### src/hdl/ert_pkg.sv
// Shared types, codes and constants of the echo request tracker.
package ert_pkg;

  // Default number of table entries.
  localparam int TABLE_DEPTH_DEFAULT = 64;

  // Field widths.
  localparam int KIND_W   = 3;
  localparam int SEQ_W    = 16;
  localparam int IDENT_W  = 16;
  localparam int TIME_W   = 32;
  localparam int STATUS_W = 2;
  localparam int COUNT_W  = 7;
  localparam int FLAGS_W  = 3;
  localparam int CFG_IDX_W  = 2;
  localparam int CFG_DATA_W = 32;

  // Item kinds.
  localparam logic [KIND_W-1:0] KIND_SEND   = 3'd0;
  localparam logic [KIND_W-1:0] KIND_REPLY  = 3'd1;
  localparam logic [KIND_W-1:0] KIND_TICK   = 3'd2;
  localparam logic [KIND_W-1:0] KIND_REPORT = 3'd3;
  localparam logic [KIND_W-1:0] KIND_CLEAR  = 3'd4;

  // Result status codes.
  localparam logic [STATUS_W-1:0] STATUS_OK      = 2'd0;
  localparam logic [STATUS_W-1:0] STATUS_FULL    = 2'd1;
  localparam logic [STATUS_W-1:0] STATUS_IGNORED = 2'd2;

  // Configuration register indexes.
  localparam logic [CFG_IDX_W-1:0] CFG_OWN_IDENT = 2'd0;
  localparam logic [CFG_IDX_W-1:0] CFG_TIMEOUT   = 2'd1;
  localparam logic [CFG_IDX_W-1:0] CFG_THRESHOLD = 2'd2;

  // Configuration reset values.
  localparam logic [IDENT_W-1:0] OWN_IDENT_RESET = 16'd0;
  localparam logic [TIME_W-1:0]  TIMEOUT_RESET   = 32'd2000000;
  localparam logic [TIME_W-1:0]  THRESHOLD_RESET = 32'd0;

  // Bit positions within the entry flags.
  localparam int FLAG_REPLIED = 0;
  localparam int FLAG_LOST    = 1;
  localparam int FLAG_OVER    = 2;

  // One table entry as held in the memory.
  typedef struct packed {
    logic [SEQ_W-1:0]   seq;
    logic [TIME_W-1:0]  sent_time;
    logic [FLAGS_W-1:0] flags;
  } entry_t;

  localparam int ENTRY_W = $bits(entry_t);

endpackage

### src/hdl/ert_ram.sv
// Generic single-write, single-read RAM with a registered read port.
module ert_ram #(
  parameter int WIDTH = 8,
  parameter int DEPTH = 64
) (
  input  logic                     clk,
  input  logic                     wr_en,
  input  logic [$clog2(DEPTH)-1:0] wr_addr,
  input  logic [WIDTH-1:0]         wr_data,
  input  logic [$clog2(DEPTH)-1:0] rd_addr,
  output logic [WIDTH-1:0]         rd_data
);

  logic [WIDTH-1:0] mem [DEPTH];

  // Write port.
  always_ff @(posedge clk) begin
    if (wr_en) begin
      mem[wr_addr] <= wr_data;
    end
  end

  // Read port, registered.
  always_ff @(posedge clk) begin
    rd_data <= mem[rd_addr];
  end

endmodule

### src/hdl/echo_request_tracker_top.sv
// Top level of the echo request tracker: control sequencer around the entry table.
//
// The tracker keeps outstanding echo requests in one table memory, oldest first, and
// handles one transaction at a time. An accepted item passes through the execute
// state, where a send, clear or unknown item is carried out, and the result state,
// which loads the result into the output register once that register is free. A
// reply, tick or report instead walks the occupied entries between the two states,
// through the single read port of the table memory, one entry per cycle (a reply
// stops early at its first match, and a reply with a foreign identifier does not
// walk). A new item is accepted only after the result of the last one has been
// loaded. A tick writes updated flags back to each pending entry just after reading
// it, and a reply writes back the one entry it resolves. The table needs no clearing
// after reset: only entries below the fill count are ever used. Configuration
// registers are written through a plain write port with no handshake and should be
// changed only while the block is idle.
module echo_request_tracker_top #(
  parameter int TABLE_DEPTH = ert_pkg::TABLE_DEPTH_DEFAULT
) (
  input  logic                            clk,
  input  logic                            rst,
  // Configuration write port
  input  logic                            cfg_wr_en,
  input  logic [ert_pkg::CFG_IDX_W-1:0]   cfg_index,
  input  logic [ert_pkg::CFG_DATA_W-1:0]  cfg_data,
  // Input channel
  input  logic                            in_valid,
  output logic                            in_ready,
  input  logic [ert_pkg::KIND_W-1:0]      kind,
  input  logic [ert_pkg::SEQ_W-1:0]       seq_num,
  input  logic [ert_pkg::IDENT_W-1:0]     reply_ident,
  input  logic [ert_pkg::TIME_W-1:0]      now_us,
  // Output channel
  output logic                            out_valid,
  input  logic                            out_ready,
  output logic [ert_pkg::STATUS_W-1:0]    status,
  output logic [ert_pkg::TIME_W-1:0]      rtt_us,
  output logic [ert_pkg::COUNT_W-1:0]     newly_lost,
  output logic [ert_pkg::COUNT_W-1:0]     resolved_count,
  output logic [ert_pkg::COUNT_W-1:0]     replied_count,
  output logic [ert_pkg::COUNT_W-1:0]     lost_count,
  output logic [ert_pkg::COUNT_W-1:0]     over_count
);

  localparam int AW = $clog2(TABLE_DEPTH);
  localparam int FW = $clog2(TABLE_DEPTH + 1);
  localparam int CW = ert_pkg::COUNT_W;

  // Sequencer states.
  localparam logic [1:0] ST_IDLE   = 2'd0;
  localparam logic [1:0] ST_EXEC   = 2'd1;
  localparam logic [1:0] ST_WALK   = 2'd2;
  localparam logic [1:0] ST_RESULT = 2'd3;

  logic [1:0] state, state_next;

  // Configuration registers.
  logic [ert_pkg::IDENT_W-1:0] own_ident;
  logic [ert_pkg::TIME_W-1:0]  timeout_us;
  logic [ert_pkg::TIME_W-1:0]  threshold_us;

  // Table occupancy and walk position.
  logic [FW-1:0] fill_count, fill_count_next;
  logic [AW-1:0] cur_idx, cur_idx_next;

  // Captured input transaction.
  logic [ert_pkg::KIND_W-1:0]  it_kind;
  logic [ert_pkg::SEQ_W-1:0]   it_seq;
  logic [ert_pkg::IDENT_W-1:0] it_ident;
  logic [ert_pkg::TIME_W-1:0]  it_now;

  // Result under construction.
  logic [ert_pkg::STATUS_W-1:0] res_status, res_status_next;
  logic [ert_pkg::TIME_W-1:0]   res_rtt, res_rtt_next;
  logic [CW-1:0] res_newly, res_newly_next;
  logic [CW-1:0] res_resolved, res_resolved_next;
  logic [CW-1:0] res_replied, res_replied_next;
  logic [CW-1:0] res_lost, res_lost_next;
  logic [CW-1:0] res_over, res_over_next;

  // Output register control.
  logic out_valid_next;
  logic out_load;

  // Table memory ports.
  logic            ram_wr_en;
  logic [AW-1:0]   ram_wr_addr;
  ert_pkg::entry_t ram_wr_data;
  logic [AW-1:0]   ram_rd_addr;
  ert_pkg::entry_t ram_rd_data;

  // Per-entry evaluation during a walk.
  logic                       entry_pending;
  logic [ert_pkg::TIME_W-1:0] entry_elapsed;
  logic                       entry_last;
  logic                       entry_lost;
  logic                       entry_over;
  logic                       entry_match;

  ert_ram #(
    .WIDTH (ert_pkg::ENTRY_W),
    .DEPTH (TABLE_DEPTH)
  ) u_table (
    .clk     (clk),
    .wr_en   (ram_wr_en),
    .wr_addr (ram_wr_addr),
    .wr_data (ram_wr_data),
    .rd_addr (ram_rd_addr),
    .rd_data (ram_rd_data)
  );

  assign in_ready = (state == ST_IDLE);

  // Evaluation of the entry that the memory presents this cycle.
  assign entry_pending = !ram_rd_data.flags[ert_pkg::FLAG_REPLIED] &&
                         !ram_rd_data.flags[ert_pkg::FLAG_LOST];
  assign entry_elapsed = it_now - ram_rd_data.sent_time;
  assign entry_last    = (FW'(cur_idx) + FW'(1)) == fill_count;
  assign entry_lost    = entry_elapsed > timeout_us;
  assign entry_over    = (threshold_us != '0) && (entry_elapsed > threshold_us);
  assign entry_match   = entry_pending && (ram_rd_data.seq == it_seq);

  // Sequencer and table access.
  always_comb begin
    state_next        = state;
    fill_count_next   = fill_count;
    cur_idx_next      = cur_idx;
    res_status_next   = res_status;
    res_rtt_next      = res_rtt;
    res_newly_next    = res_newly;
    res_resolved_next = res_resolved;
    res_replied_next  = res_replied;
    res_lost_next     = res_lost;
    res_over_next     = res_over;
    ram_wr_en         = 1'b0;
    ram_wr_addr       = cur_idx;
    ram_wr_data       = ram_rd_data;
    ram_rd_addr       = cur_idx + AW'(1);
    out_load          = 1'b0;
    out_valid_next    = out_valid && !out_ready;

    case (state)
      ST_IDLE: begin
        if (in_valid) begin
          state_next = ST_EXEC;
        end
      end

      ST_EXEC: begin
        res_status_next   = ert_pkg::STATUS_OK;
        res_rtt_next      = '0;
        res_newly_next    = '0;
        res_resolved_next = '0;
        res_replied_next  = '0;
        res_lost_next     = '0;
        res_over_next     = '0;
        cur_idx_next      = '0;
        ram_rd_addr       = '0;
        state_next        = ST_RESULT;
        case (it_kind)
          ert_pkg::KIND_SEND: begin
            if (fill_count == FW'(TABLE_DEPTH)) begin
              res_status_next = ert_pkg::STATUS_FULL;
            end else begin
              ram_wr_en             = 1'b1;
              ram_wr_addr           = fill_count[AW-1:0];
              ram_wr_data.seq       = it_seq;
              ram_wr_data.sent_time = it_now;
              ram_wr_data.flags     = '0;
              fill_count_next       = fill_count + FW'(1);
            end
          end
          ert_pkg::KIND_REPLY: begin
            res_status_next = ert_pkg::STATUS_IGNORED;
            if ((it_ident == own_ident) && (fill_count != '0)) begin
              state_next = ST_WALK;
            end
          end
          ert_pkg::KIND_TICK, ert_pkg::KIND_REPORT: begin
            if (fill_count != '0) begin
              state_next = ST_WALK;
            end
          end
          ert_pkg::KIND_CLEAR: begin
            fill_count_next = '0;
          end
          default: begin
            res_status_next = ert_pkg::STATUS_OK;
          end
        endcase
      end

      ST_WALK: begin
        cur_idx_next = cur_idx + AW'(1);
        if (entry_last) begin
          state_next = ST_RESULT;
        end
        case (it_kind)
          ert_pkg::KIND_REPLY: begin
            // The first pending entry with the same sequence number is the oldest.
            if (entry_match) begin
              ram_wr_en                                = 1'b1;
              ram_wr_data.flags[ert_pkg::FLAG_REPLIED] = 1'b1;
              res_status_next                          = ert_pkg::STATUS_OK;
              res_rtt_next                             = entry_elapsed;
              state_next                               = ST_RESULT;
            end
          end
          ert_pkg::KIND_TICK: begin
            // Pending entries may become lost and over threshold in the same tick.
            if (entry_pending) begin
              ram_wr_en = 1'b1;
              if (entry_lost) begin
                ram_wr_data.flags[ert_pkg::FLAG_LOST] = 1'b1;
                res_newly_next = res_newly + CW'(1);
              end
              if (entry_over) begin
                ram_wr_data.flags[ert_pkg::FLAG_OVER] = 1'b1;
              end
            end
          end
          ert_pkg::KIND_REPORT: begin
            if (!entry_pending) begin
              res_resolved_next = res_resolved + CW'(1);
            end
            if (ram_rd_data.flags[ert_pkg::FLAG_REPLIED]) begin
              res_replied_next = res_replied + CW'(1);
            end
            if (ram_rd_data.flags[ert_pkg::FLAG_LOST]) begin
              res_lost_next = res_lost + CW'(1);
            end else if (ram_rd_data.flags[ert_pkg::FLAG_OVER]) begin
              res_over_next = res_over + CW'(1);
            end
          end
          default: begin
            state_next = ST_RESULT;
          end
        endcase
      end

      ST_RESULT: begin
        // Hand the result over once the output register is free.
        if (!out_valid || out_ready) begin
          out_load       = 1'b1;
          out_valid_next = 1'b1;
          state_next     = ST_IDLE;
        end
      end

      default: begin
        state_next = ST_IDLE;
      end
    endcase
  end

  // Control registers.
  always_ff @(posedge clk) begin
    if (rst) begin
      state      <= ST_IDLE;
      fill_count <= '0;
      out_valid  <= 1'b0;
    end else begin
      state      <= state_next;
      fill_count <= fill_count_next;
      out_valid  <= out_valid_next;
    end
  end

  // Configuration registers; writes to indexes beyond the list are ignored.
  always_ff @(posedge clk) begin
    if (rst) begin
      own_ident    <= ert_pkg::OWN_IDENT_RESET;
      timeout_us   <= ert_pkg::TIMEOUT_RESET;
      threshold_us <= ert_pkg::THRESHOLD_RESET;
    end else if (cfg_wr_en) begin
      case (cfg_index)
        ert_pkg::CFG_OWN_IDENT: own_ident    <= cfg_data[ert_pkg::IDENT_W-1:0];
        ert_pkg::CFG_TIMEOUT:   timeout_us   <= cfg_data[ert_pkg::TIME_W-1:0];
        ert_pkg::CFG_THRESHOLD: threshold_us <= cfg_data[ert_pkg::TIME_W-1:0];
        default: begin
        end
      endcase
    end
  end

  // Captured transaction, walk position and result under construction.
  always_ff @(posedge clk) begin
    if (in_valid && in_ready) begin
      it_kind  <= kind;
      it_seq   <= seq_num;
      it_ident <= reply_ident;
      it_now   <= now_us;
    end
    cur_idx      <= cur_idx_next;
    res_status   <= res_status_next;
    res_rtt      <= res_rtt_next;
    res_newly    <= res_newly_next;
    res_resolved <= res_resolved_next;
    res_replied  <= res_replied_next;
    res_lost     <= res_lost_next;
    res_over     <= res_over_next;
  end

  // Output register.
  always_ff @(posedge clk) begin
    if (out_load) begin
      status         <= res_status;
      rtt_us         <= res_rtt;
      newly_lost     <= res_newly;
      resolved_count <= res_resolved;
      replied_count  <= res_replied;
      lost_count     <= res_lost;
      over_count     <= res_over;
    end
  end

endmodule

### config.mk
export PLATFORM = sky130hd
export DESIGN_NAME = echo_request_tracker_top
export DESIGN_NICKNAME = d
export VERILOG_FILES = /design/src/hdl/ert_pkg.sv /design/src/hdl/ert_ram.sv /design/src/hdl/echo_request_tracker_top.sv
export SDC_FILE = /design/constraint.sdc
export NUM_CORES = 2
export LEC_CHECK = 0
export ABC_AREA = 1
export ABC_CLOCK_PERIOD_IN_PS = 4500
export BUFFER_PORTS_ARGS = -buffer_cell sky130_fd_sc_hd__buf_2
export CAP_MARGIN = 20
export CORE_UTILIZATION = 47
export DETAILED_ROUTE_END_ITERATION = 8
export GPL_ROUTABILITY_DRIVEN = 0
export PLACE_DENSITY = 0.66
export SLEW_MARGIN = 20
export SYNTH_ARGS = -nofsm -noshare
export SYNTH_HDL_FRONTEND = slang
export SYNTH_HIERARCHICAL = 1
export SYNTH_SLANG_ARGS = --single-unit
### constraint.sdc
create_clock -name clk -period 4.5 [get_ports clk]
set_clock_uncertainty 0.05 [all_clocks]
set_input_delay 0.9 -clock clk [delete_from_list [all_inputs] [get_ports clk]]
set_output_delay 0.9 -clock clk [all_outputs]
set_load 0.05 [all_outputs]
==> results_dict.tcl <==
set metrics [dict create \
    drive_above_1_share_pct 9.81 \
    layout_min_cycle_time_ps 4200 \
    hold_violations 0 \
    post_drt_via_cell_ratio 5.85 \
    postSynthCellCount 12567 \
    grt_antenna_before_repair 28 \
    drv_slew 0 \
    dpl_cell_area_mm2 0.156 \
    die_h_um 563 \
    ir_drop_uv 787 \
    synth_area_mm2 0.148 \
    grt_max_degree 181 \
    clk_pin_slew_worst_paths_ps 70 \
    cp_data_required_time_ps 5070 \
    cts_buffers 372 \
    vias 100806 \
    power.total_mw 124 \
    relSlewSlack_pct 19.6 \
    htreeDepth 5 \
    grt_pass1_wl_um 644000 \
    seqCellArea_mm2 0.107 \
    async_flop_share_pct 0 \
    ys.flop_type "edfxtp_1" \
    design_area_mm2 0.168 \
    power_leakage_nw 60.6 \
    area_delta_synth_final_pct 13.7 \
    synth.yosys.seq_area_share_pct 72.4 \
    syn_nets 12781 \
    drc_errors 0 \
    fin_cells 17235 \
    worst_pin_slew_ps 1200 \
    clock_latency_ps 960 \
    globalRouteTotalUtil_pct 27.7 \
    start_util_pct 47.4 \
    syn_area_per_cell_um2 11.8 \
    antenna_left 0 \
    place_hpwl_um 251000 \
    postCtsResizedCells 0 \
    grt_overflow 0 \
    cts_tree "yes" \
    period_share_pct 93.3 \
    rrSetupSlack_ps 300 \
    maxCapViolCount 0 \
    post-place-ws_ps 251 \
    multiInputGateArea_mm2 0.0366 \
    setup_viol 0 \
    start_kind "flip-flop" \
    portBuffers 176 \
    fmax_mhz 238 \
    cts_hold_buf 0 \
    setup_tns_ps 0 \
    p_per_area_mw_per_mm2 737 \
    yosysWarnings 6 \
    crit_path_end_kind "flip-flop" \
    synth_edf_count 3475 \
    grt_pass1_vias 94344 \
    critical_path.max_fanout 32 \
    clk_path_buf_depth 4 \
    cts_setup_buffers 0 \
    row_count 205 \
    outcome "complete, no violations" \
    routedWlPerCell_um 26.0 \
    worstSetupPathType "reg2reg" \
    cp_data_arrival_time_ps 4770 \
    die_w_um 563 \
    dr.pass1.iters 6 \
    layout_commonest_cell "nand2_1" \
    core-area_mm2 0.313 \
    hp-class "in2reg" \
    num-fill-cells 25656 \
    layout_common_cells "nand2_1 (3911), edfxtp_1 (3475), nand3_1 (3072), clkbuf_16 (376), inv_1 (308)" \
    synth_cell_type_count 55 \
    pin_count 177 \
    cts_root_buf "clkbuf_16" \
    die_area_mm2 0.317 \
    timing.final.ws_setup_ps 300 \
    drtIter0Drc 13242 \
    synth_seq_cells 3616 \
    final_nets 12979 \
    dp_cells 16529 \
    cts_sinks 3616 \
    routed_wl_um 448000 \
]
==> kinds of logic (layout without fill, tap and decap cells) <==
logic type / Yosys count / in the layout / synth area share [%]
buf+inv: 1081 / 1589 / 3.75
other cells: 0 / 20 / 0
simple gates: 7336 / 7336 / 21.3
compound gates: 386 / 386 / 1.41
xor+xnor: 40 / 40 / 0.237
flops: 3616 / 3616 / 72.4
fa+ha+maj: 108 / 108 / 0.917
==> worst max-delay path: stages, from the launching register on <==
cell	delay (ps)
edfxtp_1	320
inv_1	80
ha_1	240
fa_1	360
inv_1	80
nand2_1	80
a21oi_2	200
nand2_1	80
nand2_2	100
nand2_2	70
nand2_2	100
nand2_1	70
nand2_2	80
nand2_1	80
nand2_2	90
xor2_2	160
inv_1	90
ha_1	280
nand4_1	140
nor4_2	270
buf_4	170
a31oi_2	160
nand3_4	140
nand2_8	110
buf_16	190
==> cell usage after synthesis (all sizes together), types with 11 or more instances <==
library cell	n	area share (%)
nor3	35	0.12
nand3	3076	10
nand4	21	0.089
inv	319	0.81
ha	107	0.90
dfxtp	141	1.9
nand2	3923	9.9
clkbuf	140	0.36
nor4	16	0.078
nor2	258	0.66
edfxtp	3475	70
o21ai	170	0.58
xnor2	11	0.065
o211ai	11	0.059
buf	618	2.6
a21oi	159	0.54
xor2	29	0.17
o21bai	12	0.061
==> path summary, 6_finish.rpt <==
check	from	endpoint	depth (start not counted)
setup / recovery	it_now[0]	u_table/mem[54][1]	24
hold / removal	seq_num[6]	it_seq[6]	1
hold reg to reg	res_status[0]	status[0]	0
setup reg to reg	it_now[0]	u_table/mem[54][1]	24
==> through the flow <==
step                utilization (%)  hold slack (ps)
floorplan                         -              350
global placement               49.9              351
detailed placement             49.9              356
CTS                            53.8             18.7
global route                   53.9             62.7
finish                         53.9             70.4
==> layout make-up <==
class / instances / area share [%]
Antenna cell: 20 / 0.0297
Clock buffer: 466 / 5.86
Timing Repair Buffer: 582 / 3.59
Multi-Input combinational cell: 7870 / 21.7
Tap cell: 4140 / 3.08
Inverter: 323 / 0.752
Sequential cell: 3616 / 63.6
Clock inverter: 218 / 1.36
==> metal layers <==
metal	track usage (%)	part of all wire [%]	up-vias
met2	43.5	46	5907
met1	37.9	39	49054
met3	4.97	11	1041
met4	11.9	4.6	4
li1	-	-	44800
met5	0	0.0049	-
==> power breakdown <==
group	leakage [nW]	switching, mW	internal (mW)	total, mW
clock	5.94	13.1	17.7	30.8
sequential	32.6	0.568	42.5	43.1
combinational	22.0	36.8	13.4	50.2
total	60.6	50.5	73.6	124
==> flip-flops by register name, summed over array words and instances, names as in the netlist, 3 cells and up <==
name and count:
cur_idx 6, fill_count 7, it_ident 16, it_kind 3
it_now 32, it_seq 16, lost_count 7, newly_lost 7
over_count 7, own_ident 16, replied_count 7, res_lost 7
res_newly 7, res_over 7, res_replied 7, res_resolved 7
res_rtt 32, resolved_count 7, rtt_us 32, threshold_us 32
timeout_us 32, u_table/mem 3264, u_table/rd_data 51
Power figures use the tool's default switching activity.
